[src/rtl/wpfd_pkg.sv]
package wpfd_pkg;

	typedef enum logic [6:0] {
		SEC_IDLE = 7'b000_0001,
		SEC_EXT  = 7'b000_0010,
		SEC_POS  = 7'b000_0100,
		SEC_TEMP = 7'b000_1000,
		SEC_WIND = 7'b001_0000,
		SEC_HUM  = 7'b010_0000,
		SEC_PRES = 7'b100_0000
	} sec_t;

	localparam logic [2:0] KIND_POS  = 3'd0;
	localparam logic [2:0] KIND_TEMP = 3'd1;
	localparam logic [2:0] KIND_WIND = 3'd2;
	localparam logic [2:0] KIND_HUM  = 3'd3;
	localparam logic [2:0] KIND_PRES = 3'd4;

	localparam logic [7:0] FLAG_EXT  = 8'h01;
	localparam logic [7:0] FLAG_TEMP = 8'h40;
	localparam logic [7:0] FLAG_WIND = 8'h20;
	localparam logic [7:0] FLAG_HUM  = 8'h10;
	localparam logic [7:0] FLAG_PRES = 8'h08;

	localparam logic [9:0] HUM_MAX = 10'd1000;

	typedef struct packed {
		logic [2:0]        kind;
		logic [47:0]       position_raw;
		logic signed [7:0] temperature_half_c;
		logic [14:0]       heading_64th_deg;
		logic [9:0]        speed_fifth_kmh;
		logic [9:0]        gust_fifth_kmh;
		logic [9:0]        humidity_tenth_pct;
		logic [16:0]       pressure_pa;
		logic              last;
	} res_t;

endpackage

[src/rtl/wpfd_ifs.sv]
interface wpfd_rx_if;
	logic       valid;
	logic       ready;
	logic [7:0] rx_byte;
	logic       frame_start;

	modport source (output valid, output rx_byte, output frame_start, input ready);
	modport sink (input valid, input rx_byte, input frame_start, output ready);
endinterface

interface wpfd_res_if;
	logic              valid;
	logic              ready;
	logic [2:0]        kind;
	logic [47:0]       position_raw;
	logic signed [7:0] temperature_half_c;
	logic [14:0]       heading_64th_deg;
	logic [9:0]        speed_fifth_kmh;
	logic [9:0]        gust_fifth_kmh;
	logic [9:0]        humidity_tenth_pct;
	logic [16:0]       pressure_pa;
	logic              last;

	modport source (
		output valid, output kind, output position_raw, output temperature_half_c,
		output heading_64th_deg, output speed_fifth_kmh, output gust_fifth_kmh,
		output humidity_tenth_pct, output pressure_pa, output last, input ready
	);
	modport sink (
		input valid, input kind, input position_raw, input temperature_half_c,
		input heading_64th_deg, input speed_fifth_kmh, input gust_fifth_kmh,
		input humidity_tenth_pct, input pressure_pa, input last, output ready
	);
endinterface

[src/rtl/wpfd_field_calc.sv]
module wpfd_field_calc
	import wpfd_pkg::*;
(
	input  sec_t        sec,
	input  logic [7:0]  rx_byte,
	input  logic [47:0] gather,
	input  logic [14:0] heading_in,
	output res_t        res,
	output logic [14:0] heading_next
);

	localparam logic [20:0] HD_ROUND = 21'd25;
	localparam logic [21:0] HD_RECIP = 22'd2631721;
	localparam int          HD_SHIFT = 27;

	logic [20:0] hd_num;
	logic [42:0] hd_prod;
	logic [9:0]  hum_raw;

	function automatic logic [9:0] speed_of(input logic [7:0] b);
		logic [9:0] v;
		v = {3'b000, b[6:0]};
		return b[7] ? ((v << 2) + v) : v;
	endfunction

	// heading = round(b * 23040 / 255) = floor((b * 4608 + 25) / 51)
	assign hd_num       = 21'({rx_byte, 12'b0}) + 21'({rx_byte, 9'b0}) + HD_ROUND;
	assign hd_prod      = 43'(hd_num) * 43'(HD_RECIP);
	assign heading_next = hd_prod[HD_SHIFT +: 15];

	assign hum_raw = {rx_byte, 2'b00};

	always_comb begin
		res = '0;
		unique case (sec)
			SEC_POS: begin
				res.kind         = KIND_POS;
				res.position_raw = {rx_byte, gather[39:0]};
			end
			SEC_TEMP: begin
				res.kind               = KIND_TEMP;
				res.temperature_half_c = $signed(rx_byte);
			end
			SEC_WIND: begin
				res.kind             = KIND_WIND;
				res.heading_64th_deg = heading_in;
				res.speed_fifth_kmh  = speed_of(gather[15:8]);
				res.gust_fifth_kmh   = speed_of(rx_byte);
			end
			SEC_HUM: begin
				res.kind               = KIND_HUM;
				res.humidity_tenth_pct = (hum_raw > HUM_MAX) ? HUM_MAX : hum_raw;
			end
			SEC_PRES: begin
				res.kind        = KIND_PRES;
				res.pressure_pa = 17'({rx_byte, gather[7:0]}) + 17'd43000;
			end
			default: begin
				res = '0;
			end
		endcase
	end

endmodule

[src/rtl/weather_payload_field_decoder.sv]
// Weather payload field decoder.
// rx channel: one payload word per handshake (rx_byte, frame_start). A word with
// frame_start is the header; its flags select the optional fields that follow
// an optional extended header word and six position words.
// res channel: one word per decoded field (position, temperature, wind,
// humidity, pressure), last set on the final field of the payload.
// Result path: the rx word that completes a field is registered in the input
// register, then its result is registered on res once res is free.
// Throughput: one rx word per cycle, sustained while res keeps up. Each word is
// registered, then decoded through one short stage (the heading step is one
// 21 x 22 multiply) into the result register.
// Reset: idle, nothing pending; words without frame_start are dropped until a
// header arrives. A new header aborts any payload in progress.
// Stall: while res is held off with a result waiting, the block keeps taking rx
// words that give no result; the first word that would give one holds in the
// input register and rx.ready drops until the pending result is taken.
module weather_payload_field_decoder
	import wpfd_pkg::*;
(
	input logic        clk,
	input logic        arst_n,
	wpfd_rx_if.sink    rx,
	wpfd_res_if.source res
);

	localparam logic [2:0] POS_LAST_IDX  = 3'd5;
	localparam logic [2:0] WIND_LAST_IDX = 3'd2;

	logic        valid_s1;
	logic [7:0]  byte_s1;
	logic        start_s1;

	sec_t        sec_q, sec_d, sec_next;
	logic [7:0]  flags_q, flags_d;
	logic [2:0]  idx_q, idx_d;
	logic [47:0] gather_q, gather_d;
	logic [14:0] heading_q, heading_next;

	logic        res_valid_q;
	res_t        res_q, res_d, calc_res;

	logic        produce, load_head, gather_wr, out_free, go;

	function automatic sec_t next_section(input sec_t s, input logic [7:0] f);
		logic take_temp, take_wind, take_hum, take_pres;
		take_temp = (s == SEC_POS) && ((f & FLAG_TEMP) != '0);
		take_wind = ((s == SEC_POS) || (s == SEC_TEMP)) && ((f & FLAG_WIND) != '0);
		take_hum  = ((s == SEC_POS) || (s == SEC_TEMP) || (s == SEC_WIND))
			&& ((f & FLAG_HUM) != '0);
		take_pres = ((s == SEC_POS) || (s == SEC_TEMP) || (s == SEC_WIND) || (s == SEC_HUM))
			&& ((f & FLAG_PRES) != '0);
		if (take_temp) return SEC_TEMP;
		else if (take_wind) return SEC_WIND;
		else if (take_hum) return SEC_HUM;
		else if (take_pres) return SEC_PRES;
		else return SEC_IDLE;
	endfunction

	wpfd_field_calc u_calc (
		.sec          (sec_q),
		.rx_byte      (byte_s1),
		.gather       (gather_q),
		.heading_in   (heading_q),
		.res          (calc_res),
		.heading_next (heading_next)
	);

	assign sec_next = next_section(sec_q, flags_q);

	always_comb begin
		sec_d     = sec_q;
		flags_d   = flags_q;
		idx_d     = idx_q;
		gather_d  = gather_q;
		produce   = 1'b0;
		load_head = 1'b0;
		gather_wr = 1'b0;
		if (start_s1) begin
			sec_d    = ((byte_s1 & FLAG_EXT) != '0) ? SEC_EXT : SEC_POS;
			flags_d  = byte_s1;
			idx_d    = '0;
			gather_d = '0;
		end else begin
			unique case (sec_q)
				SEC_IDLE: begin
					sec_d = SEC_IDLE;
				end
				SEC_EXT: begin
					sec_d    = SEC_POS;
					idx_d    = '0;
					gather_d = '0;
				end
				SEC_POS: begin
					if (idx_q >= POS_LAST_IDX) produce = 1'b1;
					else gather_wr = 1'b1;
				end
				SEC_TEMP: begin
					produce = 1'b1;
				end
				SEC_WIND: begin
					if (idx_q >= WIND_LAST_IDX) begin
						produce = 1'b1;
					end else begin
						gather_wr = 1'b1;
						load_head = (idx_q == '0);
					end
				end
				SEC_HUM: begin
					produce = 1'b1;
				end
				SEC_PRES: begin
					if (idx_q != '0) produce = 1'b1;
					else gather_wr = 1'b1;
				end
				default: begin
					sec_d    = SEC_IDLE;
					idx_d    = '0;
					gather_d = '0;
				end
			endcase
			if (gather_wr) begin
				for (int i = 0; i < 6; i++) begin
					if (idx_q == 3'(i)) gather_d[8*i +: 8] = byte_s1;
				end
				idx_d = idx_q + 3'd1;
			end
			if (produce) begin
				sec_d    = sec_next;
				idx_d    = '0;
				gather_d = '0;
			end
		end
	end

	always_comb begin
		res_d      = calc_res;
		res_d.last = (sec_next == SEC_IDLE);
	end

	assign out_free = !res_valid_q || res.ready;
	assign go       = valid_s1 && (!produce || out_free);
	assign rx.ready = !valid_s1 || go;

	always_ff @(posedge clk or negedge arst_n) begin
		if (!arst_n) begin
			valid_s1 <= 1'b0;
		end else if (rx.ready) begin
			valid_s1 <= rx.valid;
		end
	end

	always_ff @(posedge clk) begin
		if (rx.ready && rx.valid) begin
			byte_s1  <= rx.rx_byte;
			start_s1 <= rx.frame_start;
		end
	end

	always_ff @(posedge clk or negedge arst_n) begin
		if (!arst_n) begin
			sec_q    <= SEC_IDLE;
			flags_q  <= '0;
			idx_q    <= '0;
			gather_q <= '0;
		end else if (go) begin
			sec_q    <= sec_d;
			flags_q  <= flags_d;
			idx_q    <= idx_d;
			gather_q <= gather_d;
		end
	end

	always_ff @(posedge clk) begin
		if (go && load_head) begin
			heading_q <= heading_next;
		end
	end

	always_ff @(posedge clk or negedge arst_n) begin
		if (!arst_n) begin
			res_valid_q <= 1'b0;
		end else if (go && produce) begin
			res_valid_q <= 1'b1;
		end else if (res.ready) begin
			res_valid_q <= 1'b0;
		end
	end

	always_ff @(posedge clk) begin
		if (go && produce) begin
			res_q <= res_d;
		end
	end

	assign res.valid              = res_valid_q;
	assign res.kind               = res_q.kind;
	assign res.position_raw       = res_q.position_raw;
	assign res.temperature_half_c = res_q.temperature_half_c;
	assign res.heading_64th_deg   = res_q.heading_64th_deg;
	assign res.speed_fifth_kmh    = res_q.speed_fifth_kmh;
	assign res.gust_fifth_kmh     = res_q.gust_fifth_kmh;
	assign res.humidity_tenth_pct = res_q.humidity_tenth_pct;
	assign res.pressure_pa        = res_q.pressure_pa;
	assign res.last               = res_q.last;

endmodule

[src/flat_wrapper.sv]
// flat-port wrapper written by rule: the top's interface ports become plain ports
module weather_payload_field_decoder_flat import wpfd_pkg::*;
  (clk, arst_n, rx_valid, rx_rx_byte, rx_frame_start, rx_ready, res_valid, res_kind, res_position_raw, res_temperature_half_c, res_heading_64th_deg, res_speed_fifth_kmh, res_gust_fifth_kmh, res_humidity_tenth_pct, res_pressure_pa, res_last, res_ready);
  wpfd_rx_if rx_i ();
  wpfd_res_if res_i ();
  input logic clk;
  input logic arst_n;
  input wire logic [$bits(rx_i.valid)-1:0] rx_valid;
  input wire logic [$bits(rx_i.rx_byte)-1:0] rx_rx_byte;
  input wire logic [$bits(rx_i.frame_start)-1:0] rx_frame_start;
  output wire logic [$bits(rx_i.ready)-1:0] rx_ready;
  output wire logic [$bits(res_i.valid)-1:0] res_valid;
  output wire logic [$bits(res_i.kind)-1:0] res_kind;
  output wire logic [$bits(res_i.position_raw)-1:0] res_position_raw;
  output wire logic [$bits(res_i.temperature_half_c)-1:0] res_temperature_half_c;
  output wire logic [$bits(res_i.heading_64th_deg)-1:0] res_heading_64th_deg;
  output wire logic [$bits(res_i.speed_fifth_kmh)-1:0] res_speed_fifth_kmh;
  output wire logic [$bits(res_i.gust_fifth_kmh)-1:0] res_gust_fifth_kmh;
  output wire logic [$bits(res_i.humidity_tenth_pct)-1:0] res_humidity_tenth_pct;
  output wire logic [$bits(res_i.pressure_pa)-1:0] res_pressure_pa;
  output wire logic [$bits(res_i.last)-1:0] res_last;
  input wire logic [$bits(res_i.ready)-1:0] res_ready;
  assign rx_i.valid = rx_valid;
  assign rx_i.rx_byte = rx_rx_byte;
  assign rx_i.frame_start = rx_frame_start;
  assign rx_ready = rx_i.ready;
  assign res_valid = res_i.valid;
  assign res_kind = res_i.kind;
  assign res_position_raw = res_i.position_raw;
  assign res_temperature_half_c = res_i.temperature_half_c;
  assign res_heading_64th_deg = res_i.heading_64th_deg;
  assign res_speed_fifth_kmh = res_i.speed_fifth_kmh;
  assign res_gust_fifth_kmh = res_i.gust_fifth_kmh;
  assign res_humidity_tenth_pct = res_i.humidity_tenth_pct;
  assign res_pressure_pa = res_i.pressure_pa;
  assign res_last = res_i.last;
  assign res_i.ready = res_ready;
  weather_payload_field_decoder u_core (.clk(clk), .arst_n(arst_n), .rx(rx_i), .res(res_i));
endmodule
[config.mk]
export PLATFORM = sky130hd
export DESIGN_NAME = weather_payload_field_decoder_flat
export DESIGN_NICKNAME = d
export VERILOG_FILES = /design/src/rtl/wpfd_pkg.sv /design/src/rtl/wpfd_ifs.sv /design/src/rtl/wpfd_field_calc.sv /design/src/rtl/weather_payload_field_decoder.sv /design/src/flat_wrapper.sv
export SDC_FILE = /design/constraint.sdc
export NUM_CORES = 1
export LEC_CHECK = 0
export ABC_AREA = 1
export BUFFER_PORTS_ARGS = -buffer_cell sky130_fd_sc_hd__buf_2
export CORE_ASPECT_RATIO = 1.5
export CORE_MARGIN = 8
export CORE_UTILIZATION = 30
export DETAILED_ROUTE_END_ITERATION = 16
export GPL_TIMING_DRIVEN = 0
export PLACE_DENSITY = 0.51
export SLEW_MARGIN = 20
export SYNTH_ARGS = -nofsm -noshare
export SYNTH_HDL_FRONTEND = slang
export SYNTH_SLANG_ARGS = --single-unit
[constraint.sdc]
create_clock -name clk -period 6.3 [get_ports clk]
set_input_delay 0.315 -clock clk [delete_from_list [all_inputs] [get_ports clk]]
set_output_delay 0.315 -clock clk [all_outputs]
set_load 0.03 [all_outputs]
==> metrics.md, run 1 <==
| Metric | Value |
|---|---|
| Ys flop type | `edfxtp_1` |
| Clk buf depth | `2` |
| Layout cell share with drive strength beyond 1 | `around 17%` |
| Largest net degree at the start of global routing | `84` |
| Worst-path maximum fanout | `4` |
| Root buf cell | `clkbuf_16` |
| # IOs | `roughly 140` |
| Antenna Violating Nets Remaining | `0` |
| Maxcap violations | `0` |
| VDD IR-drop max | `roughly 300 uV` |
| Critical Path RT | `~6500 ps` |
| Share of the synthesized area in the top cell type | `approximately 33%` |
| Number of synthesized register bits | `200` |
| Sequential fraction of the synthesis area | `between 40 and 50%` |
| Placer Congestion | `just under 0.9` |
| Die height | `around 270 um` |
| WL per Instance | `16.9 um` |
| Post-route non-filler standard cell count | `2,205` |
| Post-route minimum period | `between 6000 and 7000 ps` |
| Final period util | `96.3%` |
| Commonest non-fill, non-tap cells in the layout | `nand2_1 (292), inv_1 (212), nor2_1 (170), ha_1 (158), edfxtp_1 (144)` |
| Crit Path Class | `flop to flop` |
| Vias | `just over 10,000` |
| Final Max Slew Viols | `0` |
| Commonest non-fill, non-tap cell in the layout | `nand2_1` |
| Clock Latency Late Sink | `between 400 and 500 ps` |
| Leak | `slightly below 7 nW` |
| Initial antenna violation count | `0` |
| Post-synth cell types | `44` |
| Fin. Hold Viols | `0` |
| Drt drc | `0` |
| R2r endpoint | `u_core.heading_q[14]` |
| Syn Inst Count | `1,454` |
| Footprint of the multi-input gates | `between 0.006 and 0.007 sq mm` |
| PD cells | `slightly below 500 mW/mm^2` |
| Core area | `0.0431 sq mm` |
| Critical R2R Launch | `u_core.byte_s1[0]` |
| Post-synth EDFFs | `144` |
| RSZ-0062 raised after global routing | `no` |
| Max_slew headroom | `41.0%` |
| Hold WC Path Type | `primary input to flop` |
| Final setup fails | `0` |
| WP data arrival | `6290 ps` |
| TritonRoute pass-1 iters | `5` |
| Worst hold margin | `29.4 ps` |
| # fillers | `between 4,000 and 5,000` |
| Routed WL | `37,200 um` |
| CP Launch Type | `flop` |
| Reg-to-reg setup timing slack | `240 ps` |
| Synth area leaders | `edfxtp_1 (33%), ha_1 (15%), dfrtp_1 (11%)` |
| Remaining Overflow, GRT | `0` |
| Asr flop ratio synth | `28.0%` |
| Synth warn | `0` |
| Buffers on Ports | `134` |
| Diodes inserted | `0` |
| Placed insts | `roughly 2,200` |
| GRT Util Overall | `between 10 and 15%` |
| Worst-path clk slew | `roughly 80 ps` |
| Syn-to-layout area delta | `16.7%` |
| Post-DP HPWL | `29,800 um` |
| Crit path capture type | `flop` |
| Worst-Margin Slew | `approximately 900 ps` |
| Mapped Area | `0.0131 sq mm` |
| CTS tree | `yes` |
| Clk_skew | `14.6 ps` |
| Total CTS buffers | `17` |
| CTS H-tree lvls | `4` |
| R2r worst-path depth | `24` |
| Critical Path Start | `u_core.byte_s1[0]` |
| Setup crit end | `u_core.heading_q[14]` |
| Die ar. | `just over 0.05 sq mm` |
| Reg area | `approximately 0.0057 sq mm` |
| Status | `completed` |
| Nets@finish | `~1,800` |
| Maximum clock frequency | `around 160 MHz` |
| Final Util | `35.5%` |
| Vias in the first global route | `between 10,000 and 15,000` |
| DR iter-0 viols | `~600` |
| Mean area per synthesized cell | `roughly 9 sq um` |
| First-pass GRT wire length | `roughly 58,000 um` |
| Row cnt | `between 90 and 100` |
| Initial core utilization | `slightly above 30%` |
| Vias per cell | `4.60` |
| Clk sinks | `200` |
| Die width | `approximately 190 um` |
| Post-synthesis cell type with the largest combined area | `edfxtp_1` |
[Yosys cell counts, types with 7 or more instances]
cell type and count:
buf_4 7, o21ai_1 57, fa_1 22, nand2_4 8, clkbuf_1 13, dfrtp_1 55, a21oi_1 67, ha_1 161
nand4_1 7, inv_1 213, nand2_1 293, nor2_1 173, nor3_1 10, edfxtp_1 144, xor2_1 12, nand3_1 41
o21ai_0 75, buf_6 12, or2_2 7
[power breakdown]
| group | switching [W] | total, W | internal, W |
|---|---|---|---|
| Sequential | 0.0000285 | 0.00154 | 0.00152 |
| Clock | 0.000553 | 0.00108 | 0.000524 |
| Combinational | 0.00314 | 0.00485 | 0.00171 |
| Total | 0.00372 | 0.00747 | 0.00375 |
[worst min path at each step]
stage,slack (ps),depth (start not counted),endpoint,startpoint
6_report,30,1,u_core.byte_s1[2],rx_rx_byte[2]
5_1_grt,8,1,u_core.byte_s1[3],rx_rx_byte[3]
3_5_place_dp,210,1,u_core.res.valid,arst_n
2_1_floorplan,20,0,u_core.flags_q[3],arst_n
4_1_cts,3,1,u_core.byte_s1[2],rx_rx_byte[2]
3_3_place_gp,470,2,u_core.flags_q[3],u_core.flags_q[3]
[through the flow]
stage	power (W)	setup WS, ps	TNS (ps)	cell area (sq um)
3_3_place_gp	0.00626	-526	-4460	14500
4_1_cts	0.00738	9.53	0	15200
3_5_place_dp	0.00627	-577	-4980	14500
5_1_grt	0.00828	1.88	0	15300
6_report	0.00747	236	0	15300
2_1_floorplan	0.00490	719	0	13100
[cells by family (layout without fill, tap and decap cells)]
logic type,count (synthesis),in the layout,share of synthesized area (%)
fa+ha+maj,183,183,18.8
buf+inv,260,440,8.42
flops,200,200,43.8
compound gates,228,228,9.31
xor+xnor,17,17,1.14
other cells,1,2,0.0287
simple gates,565,565,18.6
[state kept, by name, summed over array words and instances, names as in the netlist, 4 cells and up]
signal	cells
u_core.byte_s1	8
u_core.flags_q	4
u_core.gather_q	40
u_core.heading_q	15
u_core.res.gust_fifth_kmh	10
u_core.res.heading_64th_deg	15
u_core.res.humidity_tenth_pct	8
u_core.res.position_raw	48
u_core.res.pressure_pa	17
u_core.res.speed_fifth_kmh	10
u_core.res.temperature_half_c	8
u_core.sec_q	7
[critical path, cell delays in order (launching register included)]
cell and delay, ps:
edfxtp_1 460, ha_2 230, fa_1 400, a21oi_1 180, o21ai_1 120, a21oi_2 200
o21ai_0 100, o21ai_1 140, inv_1 110, ha_1 190, ha_1 220, fa_1 470
ha_1 290, inv_1 80, fa_1 440, fa_1 490, inv_1 40, ha_1 190
ha_1 400, nand2_1 140, o21ai_0 490, a21oi_2 120, o21a_1 210, nand4_1 70
nand2_1 50
[what timing repair did]
| item | CTS | global route |
|---|---|---|
| setup endpoints to repair | 15 | 15 |
| buffers inserted | 6 | 5 |
| gates cloned | 0 | 0 |
| endpoints found under the hold margin | 16 | 0 |
| resized for setup | 4 | 23 |
| hold buffers | 1 | 0 |
| pin swaps | 0 | 2 |
[per-layer routing]
layer	routed length, um	share of wire, %	global-route usage, %
met5	0	0	0
met4	1910	5.1	8.25
met3	1210	3.2	2.48
met2	20800	56	29.2
met1	13300	36	14.1
[final cells by class]
type / count / area share (%)
sequential: 200 / 37.5
timing repair buffer: 148 / 5.37
clock inverter: 14 / 0.860
clock buffer: 18 / 2.81
tap: 570 / 4.67
buffer: 38 / 1.75
inverter: 222 / 5.51
multi-input combinational: 995 / 41.5
No activity file was read; power rests on OpenSTA's default activity.
==> run 2: changes to the inputs <==
Settings changed: ABC_AREA 1 to not set, PLACE_DENSITY 0.51 to 0.52.
==> run 2 against run 1 <==
  * Clock skew increased by 1.5 ps
  * Routed wire length decreased by 14%
  * Worst hold slack improved by 5.8 ps
  * Combinational power about the same
  * Global-route usage decreased by 1.3 points
  * Via count decreased by 17%
  * Non-clock buffer count decreased by 4
  * Count of clock-buffer cells in the layout decreased by 1
  * Highest routed layer is now met5
==> metrics.md, run 2 <==
| Metric | Value |
|---|---|
| Worst-path clk slew | `roughly 80 ps` |
| Top cells by count, synth | `ha_1 (161), edfxtp_1 (144), inv_1 (103)` |
| Post-synth EDFFs | `roughly 140` |
| GRT Util Overall | `13.5%` |
| Max reg flops | `between 40 and 50` |
| Mean area per synthesized cell | `between 10 and 15 sq um` |
| VDD IR-drop max | `slightly below 400 uV` |
| Antenna Violating Nets Remaining | `0` |
| Total CTS buffers | `17` |
| Fin. Hold Viols | `0` |
| Vias per cell | `about 4.8` |
| Largest net degree at the start of global routing | `57` |
| Hold WC Path Type | `primary input to flop` |
| Clock Latency Late Sink | `roughly 450 ps` |
| Die height | `262 um` |
| Fin Setup TNS | `0 ps` |
| Vias in the first global route | `about 8,700` |
| Sequential power share | `20.6%` |
| Most numerous cell in the Yosys netlist | `ha_1` |
| Asr flop ratio synth | `between 20 and 30%` |
| Die ar. | `between 0.04 and 0.05 sq mm` |
| Layout cell share with drive strength beyond 1 | `20.4%` |
| Status | `completed` |
| Commonest non-fill, non-tap cell in the layout | `ha_1` |
| First-pass GRT wire length | `49,300 um` |
| CTS H-tree lvls | `4` |
| Remaining Overflow, GRT | `0` |
| Clk sinks | `200` |
| Synth warn | `0` |
| Combinational Power Share | `65.0%` |
| Placer Congestion | `~0.87` |
| Syn Inst Count | `1,048` |
| Clk buf depth | `2` |
| Max_slew headroom | `36.2%` |
| WP data arrival | `between 6000 and 7000 ps` |
| Initial core utilization | `just over 30%` |
| Maximum clock frequency | `~160 MHz` |
| R2r worst-path depth | `24` |
| Maxcap violations | `0` |
| Worst-Margin Slew | `~950 ps` |
| Diodes inserted | `0` |
| Post-DP HPWL | `about 26,000 um` |
| Drt drc | `0` |
| Share of the synthesized area in the top cell type | `~36%` |
| CTS tree | `yes` |
| Vias | `around 8,400` |
| TritonRoute pass-1 iters | `5` |
| PD cells | `around 520 mW/mm^2` |
| Ys flop type | `edfxtp_1` |
| Syn-to-layout area delta | `18.6%` |
| Clk_skew | `16.1 ps` |
| Initial antenna violation count | `1` |
| DR iter-0 viols | `about 410` |
| Critical Path RT | `about 6600 ps` |
| Number of synthesized register bits | `200` |
| Hold depth | `1` |
| Crit path capture type | `flop` |
| Final setup fails | `0` |
| Root buf cell | `clkbuf_16` |
| Row cnt | `90` |
| Worst-path maximum fanout | `5` |
| WL per Instance | `between 15 and 20 um` |
| Routed WL | `31,800 um` |
| Synth area leaders | `edfxtp_1 (36%), ha_1 (17%), dfrtp_1 (11%)` |
| Core area | `about 0.040 sq mm` |
| Sequential fraction of the synthesis area | `between 40% and 50%` |
| Leak | `just under 7 nW` |
| Post-synth cell types | `between 70 and 80` |
| Final period util | `around 96%` |
| Final Max Slew Viols | `0` |
| Buffers on Ports | `134` |
| # IOs | `between 100 and 150` |
| Clock network power share | `approximately 14%` |
| Nets@finish | `~1,400` |
| Mapped Area | `~0.012 sq mm` |
| CP Launch Type | `flop` |
| Sw frac | `47.0%` |
| Final Instance Area | `approximately 0.014 sq mm` |
| Sw Pwr | `between 0.003 and 0.004 W` |
| Area post-placement | `~0.013 sq mm` |
| Post-route minimum period | `6070 ps` |
| Die width | `180 um` |
| Post-synthesis cell type with the largest combined area | `edfxtp_1` |
| Commonest non-fill, non-tap cells in the layout | `ha_1 (155), edfxtp_1 (144), buf_2 (139), inv_1 (103), nor2_1 (70)` |
| Crit Path Class | `flop to flop` |
| P_int | `approximately 0.004 W` |
[run 2: critical path, cell delays in order (launching register included)]
cell and delay [ps]:
edfxtp_1 410, ha_1 250, fa_2 360, a21oi_1 170, nor2_1 70, nor2_2 150, nor2b_1 80, o21ai_2 160
xnor2_2 130, ha_1 230, ha_1 310, ha_1 290, inv_1 60, fa_2 420, fa_1 520, ha_1 320
ha_1 290, ha_1 350, a21oi_1 300, o21ai_4 120, nor2_2 210, a221oi_4 120, buf_4 170, and4_1 180
a211oi_1 190
[run 2: final timing paths]
check                      slack, ps                 from                    to
max                              230    u_core.byte_s1[0]  u_core.heading_q[13]
min                               40        rx_rx_byte[5]     u_core.byte_s1[5]
max reg2reg                      230    u_core.byte_s1[0]  u_core.heading_q[13]
min reg2reg                      500  u_core.gather_q[20]   u_core.gather_q[20]
max in group asynchronous       5330               arst_n   u_core.gather_q[19]
min in group asynchronous        480               arst_n   u_core.gather_q[32]
[run 2: final cells by class]
class / count / area, sq um
fillers: 4042 / 25700
multi-input cells: 706 / 6090
flip-flops and latches: 200 / 5730
repair buffers: 146 / 806
well taps: 506 / 633
clock buffers: 17 / 425
inverters: 103 / 387
plain buffers: 36 / 164
clock inverters: 15 / 153
[run 2: per-stage QoR]
stage	total power [W]	worst slack, ps	std cells	hold slack (ps)	util, %
floorplan	0.00470	274	1049	19.4	-
global placement	0.00579	-846	1689	480	33.5
detailed placement	0.00585	-922	1691	421	33.7
CTS	0.00709	10.1	1727	4.65	35.4
global route	0.00814	-37.2	1729	6.17	35.9
finish	0.00747	234	1729	35.2	35.9
[run 2: power by group through the flow]
stage	combinational [W]	clock, W	sequential [W]
after global placement	0.00422	0	0.00157
final	0.00486	0.00107	0.00154
after detailed placement	0.00427	0	0.00157
after CTS	0.00445	0.00111	0.00154
after floorplan	0.00314	0	0.00156
after global routing	0.00545	0.00115	0.00154
[run 2: kinds of logic (layout without fill, tap and decap cells)]
group / after synthesis / in the layout / synth area share (%)
buf+inv: 143 / 317 / 4.65
flops: 200 / 200 / 47.2
simple gates: 278 / 278 / 12.3
xor+xnor: 44 / 44 / 3.18
other cells: 1 / 2 / 0.0309
compound gates: 180 / 180 / 10.7
mux: 19 / 19 / 1.68
fa+ha+maj: 183 / 183 / 20.2
[run 2: what timing repair did]
action	in CTS	in global routing
hold endpoints to repair	55	0
setup endpoints to repair	14	14
gates resized for setup	19	30
hold buffers	1	0
pin swaps	2	6
buffers inserted	7	2
[run 2: metal layers]
layer  vias to the layer above  wire length (um)  track usage (%)
li1                       4098                 -                -
met4                         2              1250             6.65
met5                         -                13                0
met2                       179             17800             26.7
met3                        62               947             2.38
met1                      4039             11800             13.1
